$ cat config.mk
export PLATFORM = sky130hd
export DESIGN_NAME = counting_semaphore_table_flat
export DESIGN_NICKNAME = d
export VERILOG_FILES = /design/src/rtl/core/cst_pkg.sv /design/src/rtl/core/cst_if.sv /design/src/rtl/core/cst_ctrl.sv /design/src/rtl/core/cst_dp.sv /design/src/rtl/core/counting_semaphore_table.sv /design/src/flat_wrapper.sv
export SDC_FILE = /design/constraint.sdc
export NUM_CORES = 2
export LEC_CHECK = 0
export BUFFER_PORTS_ARGS = -buffer_cell sky130_fd_sc_hd__buf_2
export CAP_MARGIN = 10
export CORE_MARGIN = 3
export CORE_UTILIZATION = 47
export CTS_CLUSTER_SIZE = 12
export DETAILED_ROUTE_END_ITERATION = 8
export GPL_ROUTABILITY_DRIVEN = 0
export PLACE_DENSITY = 0.63
export SLEW_MARGIN = 10
export SYNTH_ARGS = -nofsm -noshare
export SYNTH_HDL_FRONTEND = slang
export SYNTH_SLANG_ARGS = --single-unit
$ cat constraint.sdc
create_clock -name i_clk -period 18.5 [get_ports i_clk]
set_clock_uncertainty 0.2 [all_clocks]
set_input_delay 1.85 -clock i_clk [delete_from_list [all_inputs] [get_ports i_clk]]
set_output_delay 1.85 -clock i_clk [all_outputs]
set_load 0.01 [all_outputs]
$ cat src/rtl/core/cst_pkg.sv
package cst_pkg;

    // Table sizing
    localparam int NUM_SEMS    = 16;
    localparam int QUEUE_DEPTH = 16;
    localparam int PID_WIDTH   = 8;

    localparam int SLOT_W    = $clog2(NUM_SEMS);
    localparam int QIDX_W    = $clog2(QUEUE_DEPTH);
    localparam int QCNT_W    = $clog2(QUEUE_DEPTH + 1);
    localparam int MEM_DEPTH = NUM_SEMS * QUEUE_DEPTH;
    localparam int MEM_AW    = $clog2(MEM_DEPTH);

    // Field widths of the words on the two channels
    localparam int OP_W     = 3;
    localparam int HANDLE_W = 4;
    localparam int KEY_W    = 64;
    localparam int VALUE_W  = 16;
    localparam int PID_IN_W = 8;
    localparam int STATUS_W = 3;

    localparam logic [VALUE_W-1:0] COUNT_MAX = '1;

    typedef enum logic [OP_W-1:0] {
        OP_OPEN   = 3'd0,
        OP_WAIT   = 3'd1,
        OP_POST   = 3'd2,
        OP_CLOSE  = 3'd3,
        OP_REMOVE = 3'd4,
        OP_QUERY  = 3'd5
    } t_op;

    typedef enum logic [STATUS_W-1:0] {
        ST_OK      = 3'd0,
        ST_BLOCKED = 3'd1,
        ST_INVALID = 3'd2,
        ST_NOSLOT  = 3'd3,
        ST_FULL    = 3'd4
    } t_status;

    typedef enum logic [3:0] {
        S_IDLE,
        S_DECODE,
        S_NSCAN,
        S_OPEN,
        S_EXEC,
        S_QRD,
        S_POP,
        S_WSLOT,
        S_WRD,
        S_WCMP,
        S_DONE,
        S_BAD
    } t_state;

    // Kind of result word the datapath forms, with its state update
    typedef enum logic [2:0] {
        EM_OPEN,
        EM_WAIT,
        EM_POST,
        EM_CLOSE,
        EM_POP,
        EM_DONE,
        EM_BAD
    } t_emit;

    typedef struct packed {
        logic  load;
        logic  idx_inc;
        logic  sel_handle;
        logic  sel_name;
        logic  sel_inc;
        logic  rd_head;
        logic  rd_walk;
        logic  qi_clr;
        logic  walk_step;
        logic  emit;
        t_emit emit_kind;
    } t_cmd;

    typedef struct packed {
        logic [OP_W-1:0] op;
        logic            by_name;
        logic            name_hit;
        logic            idx_last;
        logic            sel_ok;
        logic            q_empty;
        logic            pop_last;
        logic            w_active;
        logic            walk_last;
        logic            sel_last;
        logic            out_free;
    } t_stat;

    // Circular queue index: head plus an offset, modulo the queue depth.
    function automatic logic [QIDX_W-1:0] wrap(input logic [QIDX_W-1:0] head,
                                               input logic [QCNT_W-1:0] off);
        logic [QCNT_W:0] sum;
        sum = (QCNT_W + 1)'(head) + (QCNT_W + 1)'(off);
        if (sum >= (QCNT_W + 1)'(QUEUE_DEPTH)) begin
            sum = sum - (QCNT_W + 1)'(QUEUE_DEPTH);
        end
        return sum[QIDX_W-1:0];
    endfunction

    // Wait-queue memory address of one entry of one semaphore.
    function automatic logic [MEM_AW-1:0] mem_addr(input logic [SLOT_W-1:0] slot,
                                                   input logic [QIDX_W-1:0] idx);
        logic [MEM_AW-1:0] a;
        a = MEM_AW'(MEM_AW'(slot) * MEM_AW'(QUEUE_DEPTH)) + MEM_AW'(idx);
        return a;
    endfunction

endpackage

$ cat src/rtl/core/cst_if.sv
// Request channel: one operation word.
interface cst_req_if;
    import cst_pkg::*;
    logic                valid;
    logic                ready;
    logic [OP_W-1:0]     operation;
    logic                by_name;
    logic [HANDLE_W-1:0] handle;
    logic [KEY_W-1:0]    name_key;
    logic [VALUE_W-1:0]  init_value;
    logic [PID_IN_W-1:0] pid;

    modport source (output valid, operation, by_name, handle, name_key, init_value, pid,
                    input ready);
    modport sink (input valid, operation, by_name, handle, name_key, init_value, pid,
                  output ready);
endinterface

// Result channel: one result word.
interface cst_res_if;
    import cst_pkg::*;
    logic                valid;
    logic                ready;
    logic [STATUS_W-1:0] status;
    logic [HANDLE_W-1:0] handle_out;
    logic                woken_valid;
    logic [PID_IN_W-1:0] woken_pid;
    logic                is_blocked;
    logic                last;

    modport source (output valid, status, handle_out, woken_valid, woken_pid, is_blocked,
                    last, input ready);
    modport sink (input valid, status, handle_out, woken_valid, woken_pid, is_blocked,
                  last, output ready);
endinterface

$ cat src/rtl/core/cst_ctrl.sv
module cst_ctrl import cst_pkg::*; (
    input  logic  i_clk,
    input  logic  i_rst_n,
    input  logic  i_in_valid,
    output logic  o_in_ready,
    input  t_stat i_stat,
    output t_cmd  o_cmd
);

    t_state r_state;
    t_state n_state;

    // State register
    always_ff @(posedge i_clk) begin
        if (!i_rst_n) begin
            r_state <= S_IDLE;
        end else begin
            r_state <= n_state;
        end
    end

    // Sequencing of each operation and the commands to the datapath
    always_comb begin
        n_state         = r_state;
        o_cmd           = '0;
        o_cmd.emit_kind = EM_BAD;
        o_in_ready      = 1'b0;
        case (r_state)
            S_IDLE: begin
                o_in_ready = 1'b1;
                if (i_in_valid) begin
                    o_cmd.load = 1'b1;
                    n_state    = S_DECODE;
                end
            end
            S_DECODE: begin
                case (i_stat.op)
                    OP_OPEN: begin
                        n_state = i_stat.by_name ? S_NSCAN : S_OPEN;
                    end
                    OP_WAIT, OP_POST, OP_CLOSE: begin
                        if (i_stat.by_name) begin
                            n_state = S_NSCAN;
                        end else begin
                            o_cmd.sel_handle = 1'b1;
                            n_state          = S_EXEC;
                        end
                    end
                    OP_REMOVE, OP_QUERY: begin
                        n_state = S_WSLOT;
                    end
                    default: begin
                        n_state = S_BAD;
                    end
                endcase
            end
            S_NSCAN: begin
                // One name entry a cycle, stopping at the first match or at the last entry.
                if (i_stat.name_hit || i_stat.idx_last) begin
                    o_cmd.sel_name = 1'b1;
                    n_state        = (i_stat.op == OP_OPEN) ? S_OPEN : S_EXEC;
                end else begin
                    o_cmd.idx_inc = 1'b1;
                end
            end
            S_OPEN: begin
                if (i_stat.out_free) begin
                    o_cmd.emit      = 1'b1;
                    o_cmd.emit_kind = EM_OPEN;
                    n_state         = S_IDLE;
                end
            end
            S_EXEC: begin
                if (!i_stat.sel_ok) begin
                    n_state = S_BAD;
                end else if (i_stat.op == OP_WAIT) begin
                    if (i_stat.out_free) begin
                        o_cmd.emit      = 1'b1;
                        o_cmd.emit_kind = EM_WAIT;
                        n_state         = S_IDLE;
                    end
                end else if (!i_stat.q_empty) begin
                    n_state = S_QRD;
                end else if (i_stat.out_free) begin
                    o_cmd.emit      = 1'b1;
                    o_cmd.emit_kind = (i_stat.op == OP_POST) ? EM_POST : EM_CLOSE;
                    n_state         = S_IDLE;
                end
            end
            S_QRD: begin
                o_cmd.rd_head = 1'b1;
                n_state       = S_POP;
            end
            S_POP: begin
                if (i_stat.out_free) begin
                    o_cmd.emit      = 1'b1;
                    o_cmd.emit_kind = EM_POP;
                    if (i_stat.op == OP_CLOSE && !i_stat.pop_last) begin
                        n_state = S_QRD;
                    end else begin
                        n_state = S_IDLE;
                    end
                end
            end
            S_WSLOT: begin
                // Walk every slot; only non-empty queues of used slots are read.
                if (i_stat.w_active) begin
                    o_cmd.qi_clr = 1'b1;
                    n_state      = S_WRD;
                end else if (i_stat.sel_last) begin
                    n_state = S_DONE;
                end else begin
                    o_cmd.sel_inc = 1'b1;
                end
            end
            S_WRD: begin
                o_cmd.rd_walk = 1'b1;
                n_state       = S_WCMP;
            end
            S_WCMP: begin
                o_cmd.walk_step = 1'b1;
                if (!i_stat.walk_last) begin
                    n_state = S_WRD;
                end else if (i_stat.sel_last) begin
                    n_state = S_DONE;
                end else begin
                    o_cmd.sel_inc = 1'b1;
                    n_state       = S_WSLOT;
                end
            end
            S_DONE: begin
                if (i_stat.out_free) begin
                    o_cmd.emit      = 1'b1;
                    o_cmd.emit_kind = EM_DONE;
                    n_state         = S_IDLE;
                end
            end
            S_BAD: begin
                if (i_stat.out_free) begin
                    o_cmd.emit      = 1'b1;
                    o_cmd.emit_kind = EM_BAD;
                    n_state         = S_IDLE;
                end
            end
            default: begin
                n_state = S_IDLE;
            end
        endcase
    end

endmodule

$ cat src/rtl/core/cst_dp.sv
module cst_dp import cst_pkg::*; (
    input  logic                i_clk,
    input  logic                i_rst_n,
    input  t_cmd                i_cmd,
    output t_stat               o_stat,
    input  logic [OP_W-1:0]     i_operation,
    input  logic                i_by_name,
    input  logic [HANDLE_W-1:0] i_handle,
    input  logic [KEY_W-1:0]    i_name_key,
    input  logic [VALUE_W-1:0]  i_init_value,
    input  logic [PID_IN_W-1:0] i_pid,
    input  logic                i_out_ready,
    output logic                o_out_valid,
    output logic [STATUS_W-1:0] o_status,
    output logic [HANDLE_W-1:0] o_handle_out,
    output logic                o_woken_valid,
    output logic [PID_IN_W-1:0] o_woken_pid,
    output logic                o_is_blocked,
    output logic                o_last
);

    // Latched request word
    logic [OP_W-1:0]      r_op;
    logic                 r_by_name;
    logic [HANDLE_W-1:0]  r_handle;
    logic [KEY_W-1:0]     r_key;
    logic [VALUE_W-1:0]   r_init;
    logic [PID_WIDTH-1:0] r_pid;

    // Semaphore and name tables
    logic [NUM_SEMS-1:0]  r_slot_used;
    logic [VALUE_W-1:0]   r_count    [NUM_SEMS];
    logic [QIDX_W-1:0]    r_head     [NUM_SEMS];
    logic [QCNT_W-1:0]    r_wcnt     [NUM_SEMS];
    logic [NUM_SEMS-1:0]  r_name_used;
    logic [KEY_W-1:0]     r_name_key [NUM_SEMS];
    logic [SLOT_W-1:0]    r_name_hdl [NUM_SEMS];

    // Wait-queue memory
    logic [PID_WIDTH-1:0] mem [MEM_DEPTH];
    logic [PID_WIDTH-1:0] r_qdata;

    // Working registers
    logic [SLOT_W-1:0]    r_idx;
    logic [SLOT_W-1:0]    r_sel;
    logic                 r_sel_ok;
    logic [QCNT_W-1:0]    r_qi;
    logic [QCNT_W-1:0]    r_keep;
    logic                 r_blk;

    // Output register
    logic                 r_out_valid;
    logic [STATUS_W-1:0]  r_status;
    logic [HANDLE_W-1:0]  r_handle_out;
    logic                 r_woken_valid;
    logic [PID_IN_W-1:0]  r_woken_pid;
    logic                 r_is_blocked;
    logic                 r_last;

    logic [15:0]          w_pid_ext;
    logic [7:0]           w_hdl_ext;
    logic                 w_hdl_ok;
    logic [SLOT_W-1:0]    w_hsel;
    logic                 w_name_hit;
    logic [SLOT_W-1:0]    w_nhdl;
    logic [QIDX_W-1:0]    w_head;
    logic [QCNT_W-1:0]    w_wcnt;
    logic [VALUE_W-1:0]   w_count;
    logic                 w_q_full;
    logic [SLOT_W-1:0]    w_fs;
    logic                 w_fs_ok;
    logic [SLOT_W-1:0]    w_fn;
    logic                 w_fn_ok;
    logic                 w_alloc;
    logic                 w_match;
    logic [QCNT_W-1:0]    w_keep_nx;
    logic                 w_is_close;
    logic                 w_emit_wait;
    logic                 w_block;
    logic                 w_grant;
    logic                 w_pop;
    logic                 w_free;
    logic                 w_we;
    logic [MEM_AW-1:0]    w_waddr;
    logic [PID_WIDTH-1:0] w_wdata;
    logic [MEM_AW-1:0]    w_raddr;
    logic [7:0]           w_sel_ext;
    logic [7:0]           w_fs_ext;
    logic [15:0]          w_qd_ext;
    logic [STATUS_W-1:0]  e_status;
    logic [HANDLE_W-1:0]  e_handle;
    logic                 e_wv;
    logic [PID_IN_W-1:0]  e_wp;
    logic                 e_blk;
    logic                 e_last;

    // Field conversions and lookups at the current slot and name entry
    assign w_pid_ext  = 16'(i_pid);
    assign w_hdl_ext  = 8'(r_handle);
    assign w_hdl_ok   = w_hdl_ext < 8'(NUM_SEMS);
    assign w_hsel     = w_hdl_ext[SLOT_W-1:0];
    assign w_name_hit = r_name_used[r_idx] && (r_name_key[r_idx] == r_key);
    assign w_nhdl     = r_name_hdl[r_idx];
    assign w_head     = r_head[r_sel];
    assign w_wcnt     = r_wcnt[r_sel];
    assign w_count    = r_count[r_sel];
    assign w_q_full   = w_wcnt == QCNT_W'(QUEUE_DEPTH);
    assign w_match    = r_qdata == r_pid;
    assign w_keep_nx  = w_match ? r_keep : r_keep + 1'b1;
    assign w_is_close = r_op == OP_CLOSE;
    assign w_sel_ext  = 8'(r_sel);
    assign w_fs_ext   = 8'(w_fs);
    assign w_qd_ext   = 16'(r_qdata);

    // Lowest free slot and lowest free name entry
    always_comb begin
        w_fs    = '0;
        w_fs_ok = 1'b0;
        w_fn    = '0;
        w_fn_ok = 1'b0;
        for (int i = NUM_SEMS - 1; i >= 0; i--) begin
            if (!r_slot_used[i]) begin
                w_fs    = SLOT_W'(i);
                w_fs_ok = 1'b1;
            end
            if (!r_name_used[i]) begin
                w_fn    = SLOT_W'(i);
                w_fn_ok = 1'b1;
            end
        end
    end

    // Decisions taken when a result word is formed
    assign w_alloc = i_cmd.emit && (i_cmd.emit_kind == EM_OPEN) && !(r_by_name && r_sel_ok)
                     && w_fs_ok && (!r_by_name || w_fn_ok);
    assign w_emit_wait = i_cmd.emit && (i_cmd.emit_kind == EM_WAIT);
    assign w_grant = w_emit_wait && (w_count != '0);
    assign w_block = w_emit_wait && (w_count == '0) && !w_q_full;
    assign w_pop   = i_cmd.emit && (i_cmd.emit_kind == EM_POP);
    assign w_free  = (i_cmd.emit && (i_cmd.emit_kind == EM_CLOSE))
                     || (w_pop && w_is_close && (w_wcnt == QCNT_W'(1)));

    // Memory port addresses: a blocked wait appends, a remove walk compacts in place
    assign w_we    = w_block || (i_cmd.walk_step && (r_op == OP_REMOVE) && !w_match);
    assign w_waddr = w_block ? mem_addr(r_sel, wrap(w_head, w_wcnt))
                             : mem_addr(r_sel, wrap(w_head, r_keep));
    assign w_wdata = w_block ? r_pid : r_qdata;
    assign w_raddr = i_cmd.rd_head ? mem_addr(r_sel, w_head)
                                   : mem_addr(r_sel, wrap(w_head, r_qi));

    always_ff @(posedge i_clk) begin
        if (w_we) begin
            mem[w_waddr] <= w_wdata;
        end
        if (i_cmd.rd_head || i_cmd.rd_walk) begin
            r_qdata <= mem[w_raddr];
        end
    end

    // Result word fields
    always_comb begin
        e_status = ST_OK;
        e_handle = w_sel_ext[HANDLE_W-1:0];
        e_wv     = 1'b0;
        e_wp     = '0;
        e_blk    = 1'b0;
        e_last   = 1'b1;
        case (i_cmd.emit_kind)
            EM_OPEN: begin
                if (r_by_name && r_sel_ok) begin
                    e_handle = w_sel_ext[HANDLE_W-1:0];
                end else if (!w_fs_ok || (r_by_name && !w_fn_ok)) begin
                    e_status = ST_NOSLOT;
                    e_handle = '0;
                end else begin
                    e_handle = w_fs_ext[HANDLE_W-1:0];
                end
            end
            EM_WAIT: begin
                if (w_count != '0) begin
                    e_status = ST_OK;
                end else if (w_q_full) begin
                    e_status = ST_FULL;
                end else begin
                    e_status = ST_BLOCKED;
                end
            end
            EM_POST, EM_CLOSE: begin
                e_status = ST_OK;
            end
            EM_POP: begin
                e_wv   = 1'b1;
                e_wp   = w_qd_ext[PID_IN_W-1:0];
                e_last = w_is_close ? (w_wcnt == QCNT_W'(1)) : 1'b1;
            end
            EM_DONE: begin
                e_handle = '0;
                e_blk    = r_blk;
            end
            default: begin
                e_status = ST_INVALID;
                e_handle = '0;
            end
        endcase
    end

    // Request latch and the tables without a reset value
    always_ff @(posedge i_clk) begin
        if (i_cmd.load) begin
            r_op      <= i_operation;
            r_by_name <= i_by_name;
            r_handle  <= i_handle;
            r_key     <= i_name_key;
            r_init    <= i_init_value;
            r_pid     <= w_pid_ext[PID_WIDTH-1:0];
        end
        if (w_alloc) begin
            r_count[w_fs] <= r_init;
            if (r_by_name) begin
                r_name_key[w_fn] <= r_key;
                r_name_hdl[w_fn] <= w_fs;
            end
        end
        if (w_grant) begin
            r_count[r_sel] <= w_count - 1'b1;
        end
        if (i_cmd.emit && (i_cmd.emit_kind == EM_POST) && (w_count != COUNT_MAX)) begin
            r_count[r_sel] <= w_count + 1'b1;
        end
        if (i_cmd.emit) begin
            r_status      <= e_status;
            r_handle_out  <= e_handle;
            r_woken_valid <= e_wv;
            r_woken_pid   <= e_wp;
            r_is_blocked  <= e_blk;
            r_last        <= e_last;
        end
    end

    // Tables with a reset value, working registers and output valid
    always_ff @(posedge i_clk) begin
        if (!i_rst_n) begin
            r_slot_used <= '0;
            r_name_used <= '0;
            for (int i = 0; i < NUM_SEMS; i++) begin
                r_head[i] <= '0;
                r_wcnt[i] <= '0;
            end
            r_idx       <= '0;
            r_sel       <= '0;
            r_sel_ok    <= 1'b0;
            r_qi        <= '0;
            r_keep      <= '0;
            r_blk       <= 1'b0;
            r_out_valid <= 1'b0;
        end else begin
            if (i_cmd.load) begin
                r_idx    <= '0;
                r_sel    <= '0;
                r_sel_ok <= 1'b0;
                r_blk    <= 1'b0;
            end
            if (i_cmd.idx_inc) begin
                r_idx <= r_idx + 1'b1;
            end
            if (i_cmd.sel_handle) begin
                r_sel    <= w_hsel;
                r_sel_ok <= w_hdl_ok && r_slot_used[w_hsel];
            end
            if (i_cmd.sel_name) begin
                r_sel    <= w_nhdl;
                r_sel_ok <= w_name_hit && r_slot_used[w_nhdl];
            end
            if (i_cmd.sel_inc) begin
                r_sel <= r_sel + 1'b1;
            end
            if (i_cmd.qi_clr) begin
                r_qi   <= '0;
                r_keep <= '0;
            end
            if (i_cmd.walk_step) begin
                r_qi   <= r_qi + 1'b1;
                r_keep <= w_keep_nx;
                if ((r_op == OP_QUERY) && w_match) begin
                    r_blk <= 1'b1;
                end
                if ((r_op == OP_REMOVE) && o_stat.walk_last) begin
                    r_wcnt[r_sel] <= w_keep_nx;
                end
            end
            if (w_alloc) begin
                r_slot_used[w_fs] <= 1'b1;
                r_head[w_fs]      <= '0;
                r_wcnt[w_fs]      <= '0;
                if (r_by_name) begin
                    r_name_used[w_fn] <= 1'b1;
                end
            end
            if (w_block) begin
                r_wcnt[r_sel] <= w_wcnt + 1'b1;
            end
            if (w_pop) begin
                r_head[r_sel] <= wrap(w_head, QCNT_W'(1));
                r_wcnt[r_sel] <= w_wcnt - 1'b1;
            end
            // Closing frees the slot and every name that maps to it.
            if (w_free) begin
                r_slot_used[r_sel] <= 1'b0;
                r_head[r_sel]      <= '0;
                for (int i = 0; i < NUM_SEMS; i++) begin
                    if (r_name_used[i] && (r_name_hdl[i] == r_sel)) begin
                        r_name_used[i] <= 1'b0;
                    end
                end
            end
            if (i_cmd.emit) begin
                r_out_valid <= 1'b1;
            end else if (i_out_ready) begin
                r_out_valid <= 1'b0;
            end
        end
    end

    // Status back to the controller
    assign o_stat.op        = r_op;
    assign o_stat.by_name   = r_by_name;
    assign o_stat.name_hit  = w_name_hit;
    assign o_stat.idx_last  = r_idx == SLOT_W'(NUM_SEMS - 1);
    assign o_stat.sel_ok    = r_sel_ok;
    assign o_stat.q_empty   = w_wcnt == '0;
    assign o_stat.pop_last  = w_wcnt == QCNT_W'(1);
    assign o_stat.w_active  = r_slot_used[r_sel] && (w_wcnt != '0);
    assign o_stat.walk_last = (r_qi + 1'b1) == w_wcnt;
    assign o_stat.sel_last  = r_sel == SLOT_W'(NUM_SEMS - 1);
    assign o_stat.out_free  = !r_out_valid || i_out_ready;

    assign o_out_valid   = r_out_valid;
    assign o_status      = r_status;
    assign o_handle_out  = r_handle_out;
    assign o_woken_valid = r_woken_valid;
    assign o_woken_pid   = r_woken_pid;
    assign o_is_blocked  = r_is_blocked;
    assign o_last        = r_last;

endmodule

$ cat src/rtl/core/counting_semaphore_table.sv
// Table of counting semaphores, each with a first-in first-out queue of
// blocked process ids, and a name table mapping 64-bit keys to handles.
// i_req carries one operation word (open, wait, post, close, remove_pid,
// query); o_res returns result words, each with last set on the final one.
// Close returns one word per woken process (one word if none), every other operation one word.
// The block takes one operation at a time; i_req.ready is high while idle.
// Steps per operation, from accept to result registered:
//   open by handle, wait, post with no waiter: latch, decode, execute.
//   named operations: add the name scan, up to NUM_SEMS entries, one entry a cycle.
//   post with a waiter: add a head read and a pop; close: a read and pop per woken process.
//   remove_pid and query: a walk over all NUM_SEMS slots that reads each queued entry
//   from the wait-queue memory, then compares it and, for remove_pid, writes it back.
// The result sits in an output register: the next operation is accepted
// while it waits, and an operation stalls only when it must emit a word
// while the previous one is still held by the receiver.
// Synchronous reset clears all slots, names and queues at once; no sweep.
module counting_semaphore_table import cst_pkg::*; (
    input logic   i_clk,
    input logic   i_rst_n,
    cst_req_if.sink   i_req,
    cst_res_if.source o_res
);

    t_cmd  w_cmd;
    t_stat w_stat;
    logic  w_in_ready;

    // Operation sequencer
    cst_ctrl u_ctrl (
        .i_clk      (i_clk),
        .i_rst_n    (i_rst_n),
        .i_in_valid (i_req.valid),
        .o_in_ready (w_in_ready),
        .i_stat     (w_stat),
        .o_cmd      (w_cmd)
    );

    // Tables, queue memory and result register
    cst_dp u_dp (
        .i_clk         (i_clk),
        .i_rst_n       (i_rst_n),
        .i_cmd         (w_cmd),
        .o_stat        (w_stat),
        .i_operation   (i_req.operation),
        .i_by_name     (i_req.by_name),
        .i_handle      (i_req.handle),
        .i_name_key    (i_req.name_key),
        .i_init_value  (i_req.init_value),
        .i_pid         (i_req.pid),
        .i_out_ready   (o_res.ready),
        .o_out_valid   (o_res.valid),
        .o_status      (o_res.status),
        .o_handle_out  (o_res.handle_out),
        .o_woken_valid (o_res.woken_valid),
        .o_woken_pid   (o_res.woken_pid),
        .o_is_blocked  (o_res.is_blocked),
        .o_last        (o_res.last)
    );

    assign i_req.ready = w_in_ready;

endmodule

$ cat src/flat_wrapper.sv
// flat-port wrapper written by rule: the top's interface ports become plain ports
module counting_semaphore_table_flat import cst_pkg::*;
  (i_clk, i_rst_n, i_req_valid, i_req_operation, i_req_by_name, i_req_handle, i_req_name_key, i_req_init_value, i_req_pid, i_req_ready, o_res_valid, o_res_status, o_res_handle_out, o_res_woken_valid, o_res_woken_pid, o_res_is_blocked, o_res_last, o_res_ready);
  cst_req_if i_req_i ();
  cst_res_if o_res_i ();
  input logic i_clk;
  input logic i_rst_n;
  input wire logic [$bits(i_req_i.valid)-1:0] i_req_valid;
  input wire logic [$bits(i_req_i.operation)-1:0] i_req_operation;
  input wire logic [$bits(i_req_i.by_name)-1:0] i_req_by_name;
  input wire logic [$bits(i_req_i.handle)-1:0] i_req_handle;
  input wire logic [$bits(i_req_i.name_key)-1:0] i_req_name_key;
  input wire logic [$bits(i_req_i.init_value)-1:0] i_req_init_value;
  input wire logic [$bits(i_req_i.pid)-1:0] i_req_pid;
  output wire logic [$bits(i_req_i.ready)-1:0] i_req_ready;
  output wire logic [$bits(o_res_i.valid)-1:0] o_res_valid;
  output wire logic [$bits(o_res_i.status)-1:0] o_res_status;
  output wire logic [$bits(o_res_i.handle_out)-1:0] o_res_handle_out;
  output wire logic [$bits(o_res_i.woken_valid)-1:0] o_res_woken_valid;
  output wire logic [$bits(o_res_i.woken_pid)-1:0] o_res_woken_pid;
  output wire logic [$bits(o_res_i.is_blocked)-1:0] o_res_is_blocked;
  output wire logic [$bits(o_res_i.last)-1:0] o_res_last;
  input wire logic [$bits(o_res_i.ready)-1:0] o_res_ready;
  assign i_req_i.valid = i_req_valid;
  assign i_req_i.operation = i_req_operation;
  assign i_req_i.by_name = i_req_by_name;
  assign i_req_i.handle = i_req_handle;
  assign i_req_i.name_key = i_req_name_key;
  assign i_req_i.init_value = i_req_init_value;
  assign i_req_i.pid = i_req_pid;
  assign i_req_ready = i_req_i.ready;
  assign o_res_valid = o_res_i.valid;
  assign o_res_status = o_res_i.status;
  assign o_res_handle_out = o_res_i.handle_out;
  assign o_res_woken_valid = o_res_i.woken_valid;
  assign o_res_woken_pid = o_res_i.woken_pid;
  assign o_res_is_blocked = o_res_i.is_blocked;
  assign o_res_last = o_res_i.last;
  assign o_res_i.ready = o_res_ready;
  counting_semaphore_table u_core (.i_clk(i_clk), .i_rst_n(i_rst_n), .i_req(i_req_i), .o_res(o_res_i));
endmodule
* Word-level counts from Yosys, hierarchy flattened *
Memories as Yosys holds them, arrays and structs flattened. A register that Yosys moved wholly into a read port is not among the register bits.
Cells that the tools add are included.

storage, ports and cells
  register bits after elaboration = 171
  bits in writable memories = 3,536
  bits of input ports = 100
  output and inout bits = 20
  logic and storage cells = 440
  memories = 6

operators by class
  add/subtract/negate cells = 20
  order comparisons = 14
  equal/unequal tests = 49
  mux-type cells = 238
  bitwise operators = 8
  reductions and logical operators = 83

memory list
  name                    depth  bits a word  read ports  clocked after Yosys merged registers in  write ports  RTL line      source
  u_core.u_dp.mem         256    8            1           1                                        1            cst_dp.sv:40  logic [PID_WIDTH-1:0] mem [MEM_DEPTH];
  u_core.u_dp.r_name_key  16     64           1           1                                        1            cst_dp.sv:36  logic [KEY_W-1:0] r_name_key [NUM_SEMS];
  u_core.u_dp.r_count     16     16           1           1                                        1            cst_dp.sv:32  logic [VALUE_W-1:0] r_count [NUM_SEMS];
  u_core.u_dp.r_wcnt      16     5            1           1                                        16           cst_dp.sv:34  logic [QCNT_W-1:0] r_wcnt [NUM_SEMS];
  u_core.u_dp.r_head      16     4            1           1                                        16           cst_dp.sv:33  logic [QIDX_W-1:0] r_head [NUM_SEMS];
  u_core.u_dp.r_name_hdl  16     4            17          1                                        1            cst_dp.sv:37  logic [SLOT_W-1:0] r_name_hdl [NUM_SEMS];

operators with widths
  kind                   count
  $mux 4                 83
  $mux 16                8
  $mux 1                 116
  $eq 4x4->1             16
  $eq 64x64->1           1
  $logic_and 1x1->1      44
  $mux 5                 8
  $pmux 4 s10            1
  $lt 4x5->1 const B     7
  $add 8x4->8            4
  $or 16x16->16          2
  $eq 4x4->1 const B     6
  $mux 8                 3
  $pmux 4 s5             1
  $add 4x5->6            3
  $ge 6x5->1 const B     3
  $add 16x1->16 const B  1
  $and 16x16->16         1
  $bmux 1 s4             4
  $eq 4x3->1 const B     4
  $logic_not 16->1       1
  $ne 16x16->1 const B   1
  $not 16->16            1
  $reduce_bool 16->1     1
  43 further kinds       92

* Logic depth before layout (Yosys ltp) *
  depth in word-level cells = 25
  gate-level depth with buffers = 30
  depth with buffers taken out = 22

* Cells and area by module *
A second synthesis with hierarchy kept.

second synthesis, totals
  cell total of the unflattened synthesis = 9,692
  area total of the unflattened synthesis = 150,575.7 µm²

by module, submodules not included
  module    times used  cells an instance  area each (µm²)  sequential area each (µm²)
  cst_dp    1           9,580              149,813.7        110,265.8
  cst_ctrl  1           112                762.0            80.1

* Least setup slack after synthesis *
OpenSTA, ideal clock, no wires.

  path type = reg2reg
  start point = register (tool-made name)
  end point = memory u_core.u_dp.mem[102][0], enable pin
  library setup time = 0.370 ns
  arrival = 6.901 ns
  required time = 17.930 ns
  slack = 11.029 ns
  cell stages (with the launch flop) = 28
  path buffers = 11
  cells stage by stage = dfxtp_1 -> buf_6 -> buf_6 -> buf_2 -> buf_2 -> buf_2 -> buf_4 -> mux4_2 -> mux4_2 -> inv_1 -> ha_1 -> inv_1 -> o211ai_1 -> o211ai_1 -> or3_1 -> nand2b_1 -> buf_2 -> clkbuf_1 -> buf_1 -> o21ai_0 -> ha_1 -> inv_1 -> fa_1 -> xor2_1 -> or4_1 -> clkbuf_1 -> buf_2 -> nor2_1

RTL lines
  element        RTL line
  end, declared  cst_dp.sv:40

==> Flow_metrics.wiki <==
{| class="wikitable"
! Metric !! Value
|-
| Die Span X || 573 um
|-
| CTS Buf Count || 380
|-
| Buf+Inv Stages, Crit Path || 6
|-
| Post-synthesis sequential area ratio || 73.5%
|-
| Setup ws final || 9.28 ns
|-
| Post-CTS Setup Repair Bufs || 0
|-
| Final setup violation count || 0
|-
| Starting utilization of the core area || 47.4%
|-
| Path type of the worst min-delay path || reg -> reg
|-
| Critical path destination || u_core.u_dp.mem[10][6]
|-
| RSZ-0062 raised after global routing || no
|-
| Hold wc startpoint || u_core.u_dp.r_qi[4]
|-
| Arrival time reported for the critical path endpoint || 9.55 ns
|-
| Worst Path Max Fanout || 44
|-
| Number of ports placed on the die boundary || 120
|-
| Worst relative slew slack || 6.73%
|-
| Number of synthesized register bits || 3723
|-
| Routed wire length || 440000 um
|-
| Routed Antenna Nets || 0
|-
| Grt ovf || 0
|-
| Minimum hold slack || 0.314 ns
|-
| Pin count of the biggest net entering global routing || 167
|-
| Clk buf depth || 4
|-
| Min Tclk post-route || 9.22 ns
|-
| Clock tree root driver cell || clkbuf_16
|-
| # DRC || 0
|-
| Highest Clock Rate || 108 MHz
|-
| Worst-path clk slew || 0.06 ns
|-
| Worst path top cell family by delay || simple AND/OR/NAND/NOR gates
|-
| Critical setup path kind || reg -> reg
|-
| Detail Placement HPWL || 254000 um
|-
| Top FF cell, synth || edfxtp_1
|-
| Final Max Slew Viols || 0
|-
| PostCTS Resize Cnt || 0
|-
| Syn. warnings || 0
|-
| GRT Resource Usage Total || 26.0%
|-
| Post-route fraction of the period consumed by the critical path || 49.9%
|-
| Total number of nets in the final design || 10100
|-
| Status || finished, final reports clean
|-
| Sort of element at the start of the critical path || flop
|-
| Layout Area Growth over Synthesis || 11.0%
|-
| Pwr dens || 170 nW/um^2
|-
| Total of hold buffers inserted after clock tree synthesis || 0
|-
| Sink Count || 3723
|-
| Number of antenna violations at the first check in global routing || 21
|-
| Proportion of register bits with asynchronous set or reset after synthesis || 0%
|-
| Slew at the pin closest to its max-slew limit || 1.40 ns
|-
| Port Buffers || 119
|-
| Setup slack of the worst register-to-register path || 9.28 ns
|-
| CP max-delay cell || or4_1
|-
| Synthesized area || 151000 um^2
|-
| Number of H-tree branching levels || 5
|-
| Worst-Skew Late Latency || 0.96 ns
|-
| Critical Path, Cell by Cell || buf_4, mux4_2, mux4_2, inv_1, ha_1, inv_1, o211ai_1, o211ai_1, or3_1, nand2b_2, buf_4, o21ai_0, ha_1, inv_1, fa_1, xnor2_1, or4_1, buf_4, nor2_1
|-
| Clock tree from TritonCTS || yes
|-
| MaxCap Viol Count || 0
|-
| DP Worst Slack || 9.36 ns
|-
| Endpoint of the worst register-to-register path || u_core.u_dp.mem[10][6]
|-
| Setup crit end kind || flop
|-
| Worst vdd ir || 0.225 mV
|-
| Synth Instances || 9886
|-
| Average routed wire per standard cell || 30.3 um
|-
| Number of global-route vias before repair || 88800
|-
| Core Footprint || 319000 um^2
|-
| Die Area || 329000 um^2
|-
| Post-Syn Nets || 10000
|-
| Number of violations reported at the end of detailed-routing iteration 0 || 13500
|-
| First-pass GRT wire length || 633000 um
|-
| Total via count after detailed routing || 91500
|-
| Distinct cells, synth || 78
|-
| Standby leakage power || 54.4 nW
|-
| CP max stage delay || 1.08 ns
|-
| Share of post-route cells with drive strength above 1 || 12.8%
|-
| Vias per cell || 6.31
|-
| Logic depth of the worst setup path including buffers || 19
|-
| Data required time of the worst path || 18.83 ns
|-
| Post-synth EDFFs || 3658
|-
| Cell Rows || 207
|-
| Total negative slack || 0 ns
|-
| Die height || 573 um
|-
| Number of iterations in the first detailed-routing pass || 6
|-
| Avg Cell Area, Syn || 15.3 um^2
|-
| Final hold violation count || 0
|-
| Worst Reg-to-Reg Cells || 19
|}
[how the worst min path moves through the flow]
stage / end / slack (ns) / cells after the start
floorplan: u_core.u_dp.r_blk / 0.25 / 2
global placement: u_core.u_dp.r_blk / 0.27 / 2
detailed placement: u_core.u_dp.r_blk / 0.29 / 2
CTS: u_core.u_dp.r_blk / 0.30 / 2
global route: u_core.u_dp.r_qi[4] / 0.34 / 2
finish: u_core.u_dp.r_qi[4] / 0.31 / 2
[through the flow]
step | utilization (%) | std cells | power [W] | area (um^2)
5_1_grt | 52.6 | 14500 | 0.0295 | 168000
4_1_cts | 52.6 | 14500 | 0.0284 | 168000
2_1_floorplan | - | 9886 | 0.0171 | 151000
3_3_place_gp | 49.1 | 13900 | 0.0213 | 157000
3_5_place_dp | 49.1 | 13900 | 0.0214 | 157000
6_report | 52.7 | 14500 | 0.0286 | 168000
[worst reg2reg max path: cells and delay by family (launching register included)]
kind                       cells  cell delay [ns]
DFF                            1             0.83
and+or+nand+nor                4             2.21
AOI/OAI and AO/OA              3             1.17
xor gates and xnor gates       1             0.25
adders and majority gates      3             1.04
muxes                          2             1.20
buffers and inverters          6             1.92
[power breakdown]
part / leakage, nW / switching, W / internal (W)
Sequential: 33.7 / 0.000326 / 0.0102
Clock: 5.42 / 0.00317 / 0.00393
Combinational: 15.3 / 0.00804 / 0.00297
Total: 54.4 / 0.0115 / 0.0171
[layout make-up]
class | count | area, um^2
repair buffers | 322 | 2340
clock inverters | 136 | 1160
flip-flops and latches | 3723 | 111000
inverters | 55 | 219
multi-input cells | 5485 | 37700
well taps | 4284 | 5360
clock buffers | 485 | 10000
fillers | 25800 | 151000
diodes | 10 | 25.0
[layout by cell type (no fill, tap or decap), drive strengths merged, types with 150 or more instances in the layout]
master,netlist,final
a21oi,349,349
buf,336,322
clkbuf,287,485
edfxtp,3658,3658
mux2i,426,426
mux4,386,386
nand2,1628,1628
nand3,608,608
nor2,539,539
nor3,150,150
o21ai,159,159
[routing by layer]
layer	up-vias	GRT usage [%]	share of wire, %
met3	851	5.73	11
met4	2	8.45	3.5
met2	5810	40.0	46
met1	46600	37.0	39
li1	38200	-	-
met5	-	0	0.0025
[Yosys cell counts (65+ instances only)]
cell,n,area share (%)
o21ai_0,156,0.52
edfxtp_1,3658,73
mux4_2,386,5.7
nor2_1,530,1.3
a221oi_1,126,0.73
dfxtp_1,65,0.86
and3_1,82,0.34
xnor2_1,88,0.51
xor2_1,93,0.54
nor3_1,150,0.50
buf_2,208,0.69
clkbuf_1,287,0.71
a31oi_1,91,0.38
a21oi_1,349,1.2
buf_1,119,0.30
nand3_1,608,2.0
nand2_1,1628,4.0
mux2i_1,426,2.8
[logic make-up after synthesis]
group | synth area share, %
DFF | 73.5
AOI/OAI and AO/OA | 4.98
muxes | 8.92
xor gates and xnor gates | 1.05
adders and majority gates | 0.313
and+or+nand+nor | 9.38
buffers and inverters | 1.89
[sequential cells by signal (all words and copies together) (netlist names), 5 cells and up, named ones only]
signal	count
u_core.u_dp.mem	2048
u_core.u_dp.o_woken_pid	8
u_core.u_dp.r_count	256
u_core.u_dp.r_head	64
u_core.u_dp.r_init	16
u_core.u_dp.r_keep	5
u_core.u_dp.r_key	64
u_core.u_dp.r_name_hdl	64
u_core.u_dp.r_name_key	1024
u_core.u_dp.r_name_used	16
u_core.u_dp.r_pid	8
u_core.u_dp.r_qdata	8
u_core.u_dp.r_qi	5
u_core.u_dp.r_slot_used	16
u_core.u_dp.r_wcnt	80
Note: power is estimated with default switching activity, not from simulation.
